### config.mk
export PLATFORM = sky130hd
export DESIGN_NAME = escape_key_line_editor
export DESIGN_NICKNAME = d
export VERILOG_FILES = /design/src/hdl/elk_pkg.sv /design/src/hdl/escape_key_line_editor.sv /design/src/hdl/elk_input_stage.sv /design/src/hdl/elk_line_store.sv /design/src/hdl/elk_editor.sv
export SDC_FILE = /design/constraint.sdc
export NUM_CORES = 1
export LEC_CHECK = 0
export CORE_ASPECT_RATIO = 1.25
export CORE_MARGIN = 3
export CORE_UTILIZATION = 34
export DETAILED_ROUTE_END_ITERATION = 12
export DONT_BUFFER_PORTS = 1
export GPL_ROUTABILITY_DRIVEN = 1
export PLACE_DENSITY_LB_ADDON = 0.1
export REMOVE_ABC_BUFFERS = 1
export SYNTH_ARGS = -nofsm -noshare
export SYNTH_HDL_FRONTEND = slang
export SYNTH_SLANG_ARGS = --single-unit
### constraint.sdc
create_clock -name clock -period 7.3 [get_ports clock]
set_input_delay 1.095 -clock clock [delete_from_list [all_inputs] [get_ports clock]]
set_output_delay 1.095 -clock clock [all_outputs]
set_load 0.005 [all_outputs]
### src/hdl/elk_pkg.sv
// ---------------------------------------------------------------------------
// elk_pkg
// shared types, key codes and constants of the escape key line editor
// ---------------------------------------------------------------------------
package elk_pkg;

   localparam int LINE_MAX_DEFAULT = 64;

   localparam int CHAR_W    = 7;
   localparam int KEY_W     = 8;
   localparam int IDX_W     = 6;
   localparam int OUT_LEN_W = 6;
   localparam int EVENT_W   = 3;

   // transaction kinds
   localparam logic OP_KEY  = 1'b0;
   localparam logic OP_READ = 1'b1;

   // control keys
   localparam logic [KEY_W-1:0] KEY_HOME    = 8'd1;
   localparam logic [KEY_W-1:0] KEY_LEFT    = 8'd2;
   localparam logic [KEY_W-1:0] KEY_CTRL_C  = 8'd3;
   localparam logic [KEY_W-1:0] KEY_CTRL_D  = 8'd4;
   localparam logic [KEY_W-1:0] KEY_END     = 8'd5;
   localparam logic [KEY_W-1:0] KEY_RIGHT   = 8'd6;
   localparam logic [KEY_W-1:0] KEY_BELL    = 8'd7;
   localparam logic [KEY_W-1:0] KEY_BS      = 8'd8;
   localparam logic [KEY_W-1:0] KEY_TAB     = 8'd9;
   localparam logic [KEY_W-1:0] KEY_LF      = 8'd10;
   localparam logic [KEY_W-1:0] KEY_CTRL_K  = 8'd11;
   localparam logic [KEY_W-1:0] KEY_CTRL_L  = 8'd12;
   localparam logic [KEY_W-1:0] KEY_ENTER   = 8'd13;
   localparam logic [KEY_W-1:0] KEY_HDOWN   = 8'd14;
   localparam logic [KEY_W-1:0] KEY_CTRL_O  = 8'd15;
   localparam logic [KEY_W-1:0] KEY_HUP     = 8'd16;
   localparam logic [KEY_W-1:0] KEY_QUIT    = 8'd17;
   localparam logic [KEY_W-1:0] KEY_CTRL_R  = 8'd18;
   localparam logic [KEY_W-1:0] KEY_CTRL_S  = 8'd19;
   localparam logic [KEY_W-1:0] KEY_CTRL_T  = 8'd20;
   localparam logic [KEY_W-1:0] KEY_CLEAR   = 8'd21;
   localparam logic [KEY_W-1:0] KEY_CTRL_V  = 8'd22;
   localparam logic [KEY_W-1:0] KEY_CTRL_W  = 8'd23;
   localparam logic [KEY_W-1:0] KEY_CTRL_X  = 8'd24;
   localparam logic [KEY_W-1:0] KEY_CTRL_Y  = 8'd25;
   localparam logic [KEY_W-1:0] KEY_SUSPEND = 8'd26;
   localparam logic [KEY_W-1:0] KEY_ESC     = 8'h1b;
   localparam logic [KEY_W-1:0] KEY_DEL     = 8'd127;

   // sequence characters
   localparam logic [KEY_W-1:0] CH_BRACKET = 8'h5b;
   localparam logic [KEY_W-1:0] CH_TILDE   = 8'h7e;
   localparam logic [KEY_W-1:0] CH_ZERO    = 8'h30;
   localparam logic [KEY_W-1:0] CH_THREE   = 8'h33;
   localparam logic [KEY_W-1:0] CH_NINE    = 8'h39;
   localparam logic [KEY_W-1:0] CH_UP      = 8'h41;
   localparam logic [KEY_W-1:0] CH_DOWN    = 8'h42;
   localparam logic [KEY_W-1:0] CH_RIGHT   = 8'h43;
   localparam logic [KEY_W-1:0] CH_LEFT    = 8'h44;
   localparam logic [KEY_W-1:0] CH_BACKTAB = 8'h5a;

   typedef enum logic [1:0] {
      PH_IDLE,
      PH_FIRST,
      PH_SECOND,
      PH_THIRD
   } phase_type;

   typedef enum logic [EVENT_W-1:0] {
      EV_NONE    = 3'd0,
      EV_ENTER   = 3'd1,
      EV_QUIT    = 3'd2,
      EV_SUSPEND = 3'd3,
      EV_TAB     = 3'd4,
      EV_BACKTAB = 3'd5,
      EV_HUP     = 3'd6,
      EV_HDOWN   = 3'd7
   } event_type;

   typedef struct packed {
      logic             op;
      logic [KEY_W-1:0] key_byte;
      logic [IDX_W-1:0] read_index;
   } req_item_type;

   typedef struct packed {
      logic              insert;
      logic              remove;
      logic [CHAR_W-1:0] ch;
   } store_cmd_type;

   typedef struct packed {
      logic [OUT_LEN_W-1:0] line_length;
      logic [OUT_LEN_W-1:0] cursor;
      event_type            event_res;
      logic [CHAR_W-1:0]    read_char;
   } rsp_fields_type;

endpackage

### src/hdl/escape_key_line_editor.sv
// ---------------------------------------------------------------------------
// escape_key_line_editor
// line editor for terminal key bytes with escape sequence decoding
// ---------------------------------------------------------------------------
// Takes one transaction per clock cycle while results are taken as they
// come. An accepted transaction is held in the input register, and its
// result is loaded into the result register when it is processed. The
// line is held in a row of character cells; on an insert or a delete the
// cells from the cursor upward shift together in the same cycle, so every
// key byte and every read completes in a single pass. While a finished
// result waits, the input register can take one more transaction and then
// holds req_tready low until the result is taken.
module escape_key_line_editor
   import elk_pkg::*;
#(
   parameter int LINE_MAX = LINE_MAX_DEFAULT
)
(
   input  logic        clock,
   input  logic        reset,
   input  logic        req_tvalid,
   output logic        req_tready,
   input  logic [15:0] req_tdata,   // key_byte[7:0], read_index[13:8], zero
   input  logic        req_tuser,   // op
   output logic        rsp_tvalid,
   input  logic        rsp_tready,
   output logic [23:0] rsp_tdata    // line_length[5:0], cursor[11:6],
                                    // event_res[14:12], read_char[21:15], zero
);

   localparam int LEN_W = $clog2(LINE_MAX);

   req_item_type   in_item, s1_item;
   logic           s1_valid;
   logic           step;
   store_cmd_type  cmd;
   logic [LEN_W-1:0] edit_cursor, read_addr;
   logic           read_ok;
   logic [CHAR_W-1:0] read_data;
   rsp_fields_type rsp_in, rsp_ff;
   logic           rsp_valid_ff, rsp_valid_in;

   assign in_item.op         = req_tuser;
   assign in_item.key_byte   = req_tdata[7:0];
   assign in_item.read_index = req_tdata[13:8];

   assign step = s1_valid && (!rsp_valid_ff || rsp_tready);

   elk_input_stage u_input (
      .clock     (clock),
      .reset     (reset),
      .in_valid  (req_tvalid),
      .in_ready  (req_tready),
      .in_item   (in_item),
      .out_valid (s1_valid),
      .out_take  (step),
      .out_item  (s1_item)
   );

   elk_editor #(.LINE_MAX(LINE_MAX)) u_editor (
      .clock       (clock),
      .reset       (reset),
      .step        (step),
      .item        (s1_item),
      .cmd         (cmd),
      .edit_cursor (edit_cursor),
      .read_ok     (read_ok),
      .read_addr   (read_addr),
      .line_length (rsp_in.line_length),
      .cursor      (rsp_in.cursor),
      .event_res   (rsp_in.event_res)
   );

   elk_line_store #(.LINE_MAX(LINE_MAX)) u_store (
      .clock       (clock),
      .cmd         (cmd),
      .edit_cursor (edit_cursor),
      .read_ok     (read_ok),
      .read_addr   (read_addr),
      .read_data   (read_data)
   );

   assign rsp_in.read_char = read_data;
   assign rsp_valid_in     = step || (rsp_valid_ff && !rsp_tready);

   always_ff @(posedge clock) begin
      if (reset) begin
         rsp_valid_ff <= 1'b0;
      end else begin
         rsp_valid_ff <= rsp_valid_in;
      end
      if (step) begin
         rsp_ff <= rsp_in;
      end
   end

   assign rsp_tvalid = rsp_valid_ff;
   assign rsp_tdata  = {2'b00, rsp_ff.read_char, rsp_ff.event_res,
                        rsp_ff.cursor, rsp_ff.line_length};

`ifndef SYNTHESIS
   a_full_stall: assert property (@(posedge clock) disable iff (reset)
      (s1_valid && rsp_valid_ff && !rsp_tready) |-> !req_tready)
      else $error("input accepted while both stages are held");

   a_step_result: assert property (@(posedge clock) disable iff (reset)
      step |=> rsp_valid_ff)
      else $error("processed transaction left no result");

   a_event_no_char: assert property (@(posedge clock) disable iff (reset)
      (rsp_valid_ff && (rsp_ff.event_res != EV_NONE)) |-> (rsp_ff.read_char == '0))
      else $error("key event carries a read character");
`endif

endmodule

### src/hdl/elk_input_stage.sv
// ---------------------------------------------------------------------------
// elk_input_stage
// input register holding one accepted transaction until it is processed
// ---------------------------------------------------------------------------
module elk_input_stage
   import elk_pkg::*;
(
   input  logic         clock,
   input  logic         reset,
   input  logic         in_valid,
   output logic         in_ready,
   input  req_item_type in_item,
   output logic         out_valid,
   input  logic         out_take,
   output req_item_type out_item
);

   logic         valid_ff;
   logic         valid_in;
   req_item_type item_ff;
   req_item_type item_in;

   assign in_ready = !valid_ff || out_take;

   always_comb begin
      valid_in = (in_valid && in_ready) || (valid_ff && !out_take);
      item_in  = (in_valid && in_ready) ? in_item : item_ff;
   end

   always_ff @(posedge clock) begin
      if (reset) begin
         valid_ff <= 1'b0;
      end else begin
         valid_ff <= valid_in;
      end
      item_ff <= item_in;
   end

   assign out_valid = valid_ff;
   assign out_item  = item_ff;

endmodule

### src/hdl/elk_line_store.sv
// ---------------------------------------------------------------------------
// elk_line_store
// character cells with parallel shift for insert and delete, one read port
// ---------------------------------------------------------------------------
module elk_line_store
   import elk_pkg::*;
#(
   parameter int LINE_MAX = LINE_MAX_DEFAULT
)
(
   input  logic                        clock,
   input  store_cmd_type               cmd,
   input  logic [$clog2(LINE_MAX)-1:0] edit_cursor,
   input  logic                        read_ok,
   input  logic [$clog2(LINE_MAX)-1:0] read_addr,
   output logic [CHAR_W-1:0]           read_data
);

   localparam int LEN_W = $clog2(LINE_MAX);

   logic [CHAR_W-1:0] cells_ff [LINE_MAX];
   logic [CHAR_W-1:0] cells_in [LINE_MAX];

   always_comb begin
      for (int i = 0; i < LINE_MAX; i++) begin
         cells_in[i] = cells_ff[i];
      end
      if (cmd.insert) begin
         if (edit_cursor == '0) begin
            cells_in[0] = cmd.ch;
         end
         for (int i = 1; i < LINE_MAX; i++) begin
            if (LEN_W'(i) > edit_cursor) begin
               cells_in[i] = cells_ff[i-1];
            end else if (LEN_W'(i) == edit_cursor) begin
               cells_in[i] = cmd.ch;
            end
         end
      end else if (cmd.remove) begin
         for (int i = 0; i < LINE_MAX - 1; i++) begin
            if (LEN_W'(i + 1) >= edit_cursor) begin
               cells_in[i] = cells_ff[i+1];
            end
         end
         cells_in[LINE_MAX-1] = '0;
      end
   end

   always_ff @(posedge clock) begin
      for (int i = 0; i < LINE_MAX; i++) begin
         cells_ff[i] <= cells_in[i];
      end
   end

   // address is below the line length whenever read_ok is high
   assign read_data = read_ok ? cells_ff[read_addr] : '0;

endmodule

### src/hdl/elk_editor.sv
// ---------------------------------------------------------------------------
// elk_editor
// key decode, escape sequence tracking, cursor and length bookkeeping
// ---------------------------------------------------------------------------
module elk_editor
   import elk_pkg::*;
#(
   parameter int LINE_MAX = LINE_MAX_DEFAULT
)
(
   input  logic                        clock,
   input  logic                        reset,
   input  logic                        step,
   input  req_item_type                item,
   output store_cmd_type               cmd,
   output logic [$clog2(LINE_MAX)-1:0] edit_cursor,
   output logic                        read_ok,
   output logic [$clog2(LINE_MAX)-1:0] read_addr,
   output logic [OUT_LEN_W-1:0]        line_length,
   output logic [OUT_LEN_W-1:0]        cursor,
   output event_type                   event_res
);

   localparam int LEN_W = $clog2(LINE_MAX);
   localparam int CW    = (LEN_W > IDX_W) ? LEN_W : IDX_W;
   localparam logic [LEN_W-1:0] FILL_MAX = LEN_W'(LINE_MAX - 1);

   phase_type        phase_ff, phase_in;
   logic [LEN_W-1:0] len_ff, len_in;
   logic [LEN_W-1:0] cur_ff, cur_in;
   logic [KEY_W-1:0] first_ff, first_in;
   logic [KEY_W-1:0] digit_ff, digit_in;
   logic             closed_ff, closed_in;

   logic             key_step;
   logic             is_digit;
   logic [LEN_W-1:0] len0, cur0;
   logic             ins_req, del_req, left_req, right_req;
   logic [CW-1:0]    len_ext, cur_ext, idx_ext, len_ff_ext;
   logic [KEY_W-1:0] b;

   assign b        = item.key_byte;
   assign key_step = step && (item.op == OP_KEY);
   assign is_digit = (first_ff == CH_BRACKET) && (b >= CH_ZERO) && (b <= CH_NINE);

   // escape phase next state
   always_comb begin
      phase_in = phase_ff;
      if (key_step) begin
         unique case (phase_ff)
            PH_IDLE:   if (b == KEY_ESC) phase_in = PH_FIRST;
            PH_FIRST:  phase_in = PH_SECOND;
            PH_SECOND: phase_in = is_digit ? PH_THIRD : PH_IDLE;
            PH_THIRD:  phase_in = PH_IDLE;
            default:   phase_in = PH_IDLE;
         endcase
      end
   end

   // edits and events
   always_comb begin
      len0      = len_ff;
      cur0      = cur_ff;
      closed_in = closed_ff;
      first_in  = first_ff;
      digit_in  = digit_ff;
      event_res = EV_NONE;
      ins_req   = 1'b0;
      del_req   = 1'b0;
      left_req  = 1'b0;
      right_req = 1'b0;
      cmd       = '0;
      if (key_step) begin
         if (closed_ff) begin
            closed_in = 1'b0;
            len0      = '0;
            cur0      = '0;
         end
      end
      len_in = len0;
      cur_in = cur0;
      if (key_step) begin
         unique case (phase_ff)
            PH_IDLE: begin
               unique case (b)
                  KEY_ENTER: begin
                     closed_in = 1'b1;
                     event_res = EV_ENTER;
                  end
                  KEY_QUIT: begin
                     closed_in = 1'b1;
                     event_res = EV_QUIT;
                  end
                  KEY_SUSPEND: event_res = EV_SUSPEND;
                  KEY_TAB:     event_res = EV_TAB;
                  KEY_HOME:    cur_in = '0;
                  KEY_END:     cur_in = len0;
                  KEY_CLEAR: begin
                     len_in = '0;
                     cur_in = '0;
                  end
                  KEY_BS, KEY_DEL: del_req = 1'b1;
                  KEY_HDOWN:   event_res = EV_HDOWN;
                  KEY_HUP:     event_res = EV_HUP;
                  KEY_LEFT:    left_req = 1'b1;
                  KEY_RIGHT:   right_req = 1'b1;
                  KEY_CTRL_C, KEY_CTRL_D, KEY_BELL, KEY_LF, KEY_CTRL_K, KEY_CTRL_L,
                  KEY_CTRL_O, KEY_CTRL_R, KEY_CTRL_S, KEY_CTRL_T, KEY_CTRL_V,
                  KEY_CTRL_W, KEY_CTRL_X, KEY_CTRL_Y, KEY_ESC: begin
                  end
                  default:     ins_req = !b[KEY_W-1];
               endcase
            end
            PH_FIRST: first_in = b;
            PH_SECOND: begin
               if (is_digit) begin
                  digit_in = b;
               end else if (first_ff == CH_BRACKET) begin
                  unique case (b)
                     CH_UP:      event_res = EV_HUP;
                     CH_DOWN:    event_res = EV_HDOWN;
                     CH_RIGHT:   right_req = 1'b1;
                     CH_LEFT:    left_req = 1'b1;
                     CH_BACKTAB: event_res = EV_BACKTAB;
                     default: begin
                     end
                  endcase
               end
            end
            PH_THIRD: del_req = (b == CH_TILDE) && (digit_ff == CH_THREE);
            default: begin
            end
         endcase
      end
      if (ins_req && (len0 < FILL_MAX)) begin
         cmd.insert = 1'b1;
         cmd.ch     = b[CHAR_W-1:0];
         len_in     = len0 + 1'b1;
         cur_in     = cur0 + 1'b1;
      end
      if (del_req && (cur0 != '0)) begin
         cmd.remove = 1'b1;
         len_in     = len0 - 1'b1;
         cur_in     = cur0 - 1'b1;
      end
      if (left_req && (cur0 != '0)) begin
         cur_in = cur0 - 1'b1;
      end
      if (right_req && (cur0 < len0)) begin
         cur_in = cur0 + 1'b1;
      end
   end

   always_ff @(posedge clock) begin
      if (reset) begin
         phase_ff  <= PH_IDLE;
         len_ff    <= '0;
         cur_ff    <= '0;
         first_ff  <= '0;
         digit_ff  <= '0;
         closed_ff <= 1'b0;
      end else begin
         phase_ff  <= phase_in;
         len_ff    <= len_in;
         cur_ff    <= cur_in;
         first_ff  <= first_in;
         digit_ff  <= digit_in;
         closed_ff <= closed_in;
      end
   end

   assign edit_cursor = cur0;
   assign len_ext     = CW'(len_in);
   assign cur_ext     = CW'(cur_in);
   assign idx_ext     = CW'(item.read_index);
   assign len_ff_ext  = CW'(len_ff);
   assign line_length = len_ext[OUT_LEN_W-1:0];
   assign cursor      = cur_ext[OUT_LEN_W-1:0];
   assign read_addr   = idx_ext[LEN_W-1:0];
   assign read_ok     = (item.op == OP_READ) && (idx_ext < len_ff_ext);

endmodule

# Word-level counts from Yosys, hierarchy flattened
# Memory sizes are Yosys's and may differ from the RTL's. A register that Yosys moved wholly into a read port is not among the register bits.
# Cells that the tools add are included.
[word_totals]
inputBits = 21
n_memories = 1
ramBits = 448
out_inout_bits = 26
mem_bits_ro = 0
latchBits = 0
regBits = 63
[memory_table]
columns = ["name", "words", "word_bits", "read_ports", "rd_ports_with_merged_regs", "write_ports", "line_no", "rtl"]
rows = [
  ["u_store.cells_ff", 64, 7, 65, 1, 64, "elk_line_store.sv:21", "logic [CHAR_W-1:0] cells_ff [LINE_MAX];"],
]
[op_classes]
magnitude_cmp = 131
div_mod_pow = 0
bitwise_logic = 1
n_mux = 241
n_reduce_logical = 33
eq_ne = 103
n_shift = 0
mul = 0
add_sub_neg = 4
[ops]
columns = ["operator", "count"]
rows = [
  ["$mux 7", 191],
  ["$mux 448", 2],
  ["$eq 6x6->1 const A", 32],
  ["$ge 6x6->1 const A", 32],
  ["$gt 6x6->1 const A", 32],
  ["$eq 5x6->1 const A", 16],
  ["$eq 8x5->1 const B", 12],
  ["$ge 5x6->1 const A", 16],
  ["$gt 5x6->1 const A", 16],
  ["$mux 6", 15],
  ["$eq 8x4->1 const B", 8],
  ["$eq 8x7->1 const B", 8],
  ["$eq 4x6->1 const A", 8],
  ["$ge 4x6->1 const A", 8],
  ["$gt 4x6->1 const A", 8],
  ["$eq 8x3->1 const B", 4],
  ["$reduce_or 28->1", 1],
  ["$eq 3x6->1 const A", 4],
  ["$ge 3x6->1 const A", 4],
  ["$gt 3x6->1 const A", 4],
  ["$mux 1", 21],
  ["$pmux 3 s6", 1],
  ["$eq 8x2->1 const B", 2],
  ["$logic_and 1x1->1", 13],
  ["other kinds (33)", 55],
]

# Longest topological paths before layout
[depth]
word_depth = 12
ltp_mapped = 15

# Hierarchy
# A second synthesis with hierarchy kept.
[hier_totals]
cells_unflattened = 2912
area_unflattened_um2 = 31644.1
[modules_own_cells]
columns = ["mod", "n_inst", "seq_area_each_um2", "cells_per_inst", "area_each_um2"]
rows = [
  ["elk_line_store", 1, 13452.9, 2490, 27607.7],
  ["elk_editor", 1, 620.6, 372, 2796.4],
  ["escape_key_line_editor", 1, 680.7, 30, 734.5],
  ["elk_input_stage", 1, 470.5, 20, 505.5],
]

# Least setup slack after synthesis
# OpenSTA, ideal clock, no wires.
[synth_path]
kind = "input-to-reg"
startpoint = "input port rsp_tready"
endpoint = "memory u_store.cells_ff[24][0] (enable)"
stages = 14
t_arrival_ns = 4.051
setup_slack_ns = 2.874
setup_time_ns = 0.375
path_buffers = 6
path_cell_list = "and2b_4 buf_4 nor3_1 buf_2 nor2_1 ha_1 nand2_1 nor4_1 or4_4 buf_6 buf_6 clkbuf_1 buf_2 a22oi_1"
[synth_rtl]
columns = ["item", "line_no", "rtl"]
rows = [
  ["from (decl)", "escape_key_line_editor.sv:26", "input logic rsp_tready,"],
  ["to (decl)", "elk_line_store.sv:21", ""],
]

==> summary.md <==
The largest fanout on the critical path is 34. In this run the tightest slew margin relative to its limit is 10.1%. The worst path uses 74.8% of the clock period. The path class of the lowest-slack min-delay path is reg -> reg. After the last flow step, the layout net total stands at 2910. CTS saw 518 sinks. TritonCTS built the clock tree. For the residual DRC count, the log shows 0.

The via count of the first global-routing pass came out at 24200. The worst setup path is captured at a flop. The number of flops mapped to enable cells by yosys was 485. For the clock latency on the worst-skew pair, the log shows 0.64 ns. Measured along the x axis, the die boundary spans 279 µm. In this run the clock root is driven by a sky130_fd_sc_hd__clkbuf_16. The tools report the worst hold margin as 0.442 ns. The flow ran to the end, and the final reports show no timing, DRC or antenna violations. For hold timing, the worst endpoint is u_editor.first_ff[7].

The wire length of the first global-routing pass is 170 mm. The violation count after the first detailed-routing iteration was 2469; the share of flip-flops with an asynchronous set or reset after synthesis was 0%. The run gives 0 as the final count of pins violating max slew. The relative contribution of combinational cells to total power is 10.0%, and the routability congestion estimate from global placement is 0.895. Buffers placed on the I/O ports in this run total 0.

Entering global routing, the biggest net connects 271 pins. The leading register cell type out of synthesis is sky130_fd_sc_hd__edfxtp_1. Summed over all cells, the static leakage comes to 12.8 nW. At the worst endpoint, the required time is 7.55 ns. Summed over all instances, the cell type with the most area after synthesis is sky130_fd_sc_hd__edfxtp_1. The post-cts sizing count was 0; the post-layout minimum cycle time was 5.46 ns. Net switching is 25.8% of the power. Buffers inserted during clock tree synthesis total 60. The number of hold buffers added after CTS was 0. Once the clock tree was built, the setup fixing pass inserted 0 buffers.

The highest clock frequency the design can meet was 183 MHz. For the pin with the worst max-slew slack, the measured transition is 1.35 ns. Via density per instance: 5.91. Design internal power: 0.00524 W. In this run the deepest clock path goes through 3 buffers.

The initial utilization of the core area, before any placement, comes to 34.5%. The cell count after synthesis came out at 3001. Setup violations remaining at the end of the flow were counted as 0. The launch instance of the worst register-to-register path is u_input.out_item[14].

After clock tree synthesis, the clock-pin slew on the worst setup and hold paths is 0.06 ns. The run gives 23.4% as the global routing usage summed across all routing layers. Type of the setup path with the least slack: reg -> reg. Dividing total power by cell area gives a power density of 203 nW/µm². The number of different library cells used by synthesis comes to 80. The total wirelength of the detailed-routed design was 116 mm.

Overall overflow remaining after global route: 0. The run gives 124 as the number of core rows. The area growth from synthesis to final layout was 9.41%. The remaining antenna violation count after routing came out at 0.

The core region is 92200 µm². Detailed routing inserted a total of 24300 vias. The tools report the hold path startpoint as u_editor.first_ff[7]. The portion of total power attributed to the clock network is 42.1%, and the wire length per cell after detailed routing is 28.3 µm. In this run the biggest area consumer among cell types represents 45.8% of the synthesized area.

Across the run, the number of max-cap violations was 0. Clock skew on the completed layout was measured at 0.0219 ns. Power spent charging and discharging nets: 0.00182 W. The worst hold path passes through 2 cells. VDD sags by at most 0.158 mV.

Synthesis inferred 518 register bits. The run gives 0 as the count of yosys warnings during synthesis. Setup repair after global routing left no endpoint under its margin.

Detailed placement finished with a half-perimeter wire length of 79.8 mm. Share of post-route cells with drive strength above 1: 12.3%. For the worst flop-to-flop path, the logic depth is 10.

The kind of launch point of the worst setup path was a flop. The synthesized area per cell is 10.6 µm², and the final number of hold-violating endpoints is 0. The floorplan step defined a die boundary enclosing 97200 µm². Of the total power, registers draw 47.9%. The worst register-to-register path ends at u_store.cells_ff[6][2]. In this run the number of H-tree levels came out at 2. By area the synthesized netlist is led by sky130_fd_sc_hd__edfxtp_1, sky130_fd_sc_hd__mux2i_1, sky130_fd_sc_hd__mux4_2. In this run the register-to-register setup slack is 1.84 ns. The part of the Yosys area used for sequential elements was 47.9%. For the post-synth design cell area, the log shows 31800 µm².

Measured along the y axis, the die boundary spans 348 µm. In the final timing run, aggregate negative setup slack is 0 ns. Pin placement for this block handled 47 I/O pins. The number of antenna violations at the first check in global routing is 3, and the number of iterations in the first detailed-routing pass is 6. STA puts the critical path data arrival time at 5.71 ns.
worst max-delay path, cell delays in order, from the launching register on:
cell,delay [ns]
sky130_fd_sc_hd__edfxtp_1,0.44
sky130_fd_sc_hd__nand2b_1,0.64
sky130_fd_sc_hd__nor3_1,0.09
sky130_fd_sc_hd__buf_4,0.23
sky130_fd_sc_hd__nor2_1,0.33
sky130_fd_sc_hd__ha_1,0.26
sky130_fd_sc_hd__nand2_1,0.11
sky130_fd_sc_hd__nor4_1,0.55
sky130_fd_sc_hd__or4_4,0.56
sky130_fd_sc_hd__nand2_1,0.66
sky130_fd_sc_hd__o22ai_1,1.15
cells in the mapped netlist, types with 33 or more instances:
master / number
sky130_fd_sc_hd__nand2_1: 555
sky130_fd_sc_hd__o21ai_0: 437
sky130_fd_sc_hd__buf_2: 59
sky130_fd_sc_hd__dfxtp_1: 33
sky130_fd_sc_hd__edfxtp_1: 485
sky130_fd_sc_hd__nor2_1: 168
sky130_fd_sc_hd__a31oi_1: 60
sky130_fd_sc_hd__clkbuf_1: 197
sky130_fd_sc_hd__mux2i_1: 396
sky130_fd_sc_hd__a21oi_1: 110
sky130_fd_sc_hd__mux4_2: 140
sky130_fd_sc_hd__nand3_1: 42
power by group through the flow:
stage,combinational [W],clock [W],sequential [W]
finish,0.000708,0.00297,0.00338
global route,0.000751,0.00316,0.00339
CTS,0.000706,0.00306,0.00338
detailed placement,0.000704,0,0.00345
global placement,0.000698,0,0.00344
floorplan,0.000400,0,0.00346
metal layers:
| layer | wire [µm] | part of all wire (%) | GRT usage, % | up-vias |
|---|---|---|---|---|
| met3 | 6210 | 5.3 | 3.23 | 198 |
| met1 | 47000 | 40 | 29.5 | 12300 |
| met5 | 13 | 0.011 | 0 | - |
| met2 | 58400 | 50 | 41.0 | 877 |
| li1 | - | - | - | 10900 |
| met4 | 4670 | 4.0 | 8.50 | 2 |
cells by family (layout without fill, tap and decap cells):
kind of cell	count (synthesis)	in the layout	synth area share, %
AND/OR/NAND/NOR	886	886	11.8
AO/OA/AOI/OAI	723	723	12.8
multiplexers	536	536	22.4
flip-flops	518	518	47.9
buffers and inverters	308	221	4.01
adder cells (fa/ha/maj)	21	21	0.827
XOR/XNOR	8	8	0.220
other	1	3	0.0118
stage by stage:
stage / setup slack [ns] / util [%] / power [W] / instances / instance area, µm²
detailed placement: 1.38 / 35.7 / 0.00415 / 4002 / 32900
CTS: 1.80 / 37.7 / 0.00715 / 4111 / 34800
finish: 1.84 / 37.7 / 0.00707 / 4113 / 34800
global placement: 1.45 / 35.7 / 0.00414 / 4002 / 32900
global route: 1.66 / 37.7 / 0.00730 / 4112 / 34800
floorplan: -4.96 / - / 0.00386 / 2725 / 30600
flip-flops by register name, summed over array words and instances (netlist names), named ones only:
name	cells
u_store.cells_ff	448
rsp_tdata	22
u_input.out_item	15
u_editor.digit_ff	8
u_editor.first_ff	8
u_editor.cur_ff	6
u_editor.len_ff	6
u_editor.phase_ff	2
rsp_tvalid	1
u_input.out_valid	1
layout by cell type (no fill, tap or decap), types with 28 or more instances in the layout:
cell                        netlist  final
sky130_fd_sc_hd__a21oi_1        110    110
sky130_fd_sc_hd__a31oi_1         60     57
sky130_fd_sc_hd__buf_4            6     73
sky130_fd_sc_hd__clkbuf_16        0     61
sky130_fd_sc_hd__dfxtp_1         33     33
sky130_fd_sc_hd__edfxtp_1       485    485
sky130_fd_sc_hd__inv_1           28     28
sky130_fd_sc_hd__mux2i_1        396    396
sky130_fd_sc_hd__mux4_2         140    140
sky130_fd_sc_hd__nand2_1        555    555
sky130_fd_sc_hd__nand3_1         42     42
sky130_fd_sc_hd__nor2_1         168    166
sky130_fd_sc_hd__o21ai_0        437    434
area by class of cell:
| class | instances | area, µm² |
|---|---|---|
| multi-input cells | 2176 | 15400 |
| clock buffers | 86 | 1730 |
| clock inverters | 23 | 160 |
| inverters | 31 | 116 |
| well taps | 1197 | 1500 |
| repair buffers | 81 | 693 |
| fillers | 9156 | 57400 |
| flip-flops and latches | 518 | 15200 |
| diodes | 1 | 2.50 |
worst max path at each step:
stage	cells after the start	end	slack, ns	start
after floorplan	11	u_store.cells_ff[13][0]	-4.96	rsp_tready
after global placement	10	u_store.cells_ff[48][4]	1.45	rsp_tready
after detailed placement	10	u_store.cells_ff[48][4]	1.38	rsp_tready
after CTS	10	u_store.cells_ff[48][0]	1.80	u_input.out_item[14]
after global routing	10	u_store.cells_ff[10][5]	1.66	u_input.out_item[14]
final	10	u_store.cells_ff[6][2]	1.84	u_input.out_item[14]
Power figures use the tool's default switching activity.
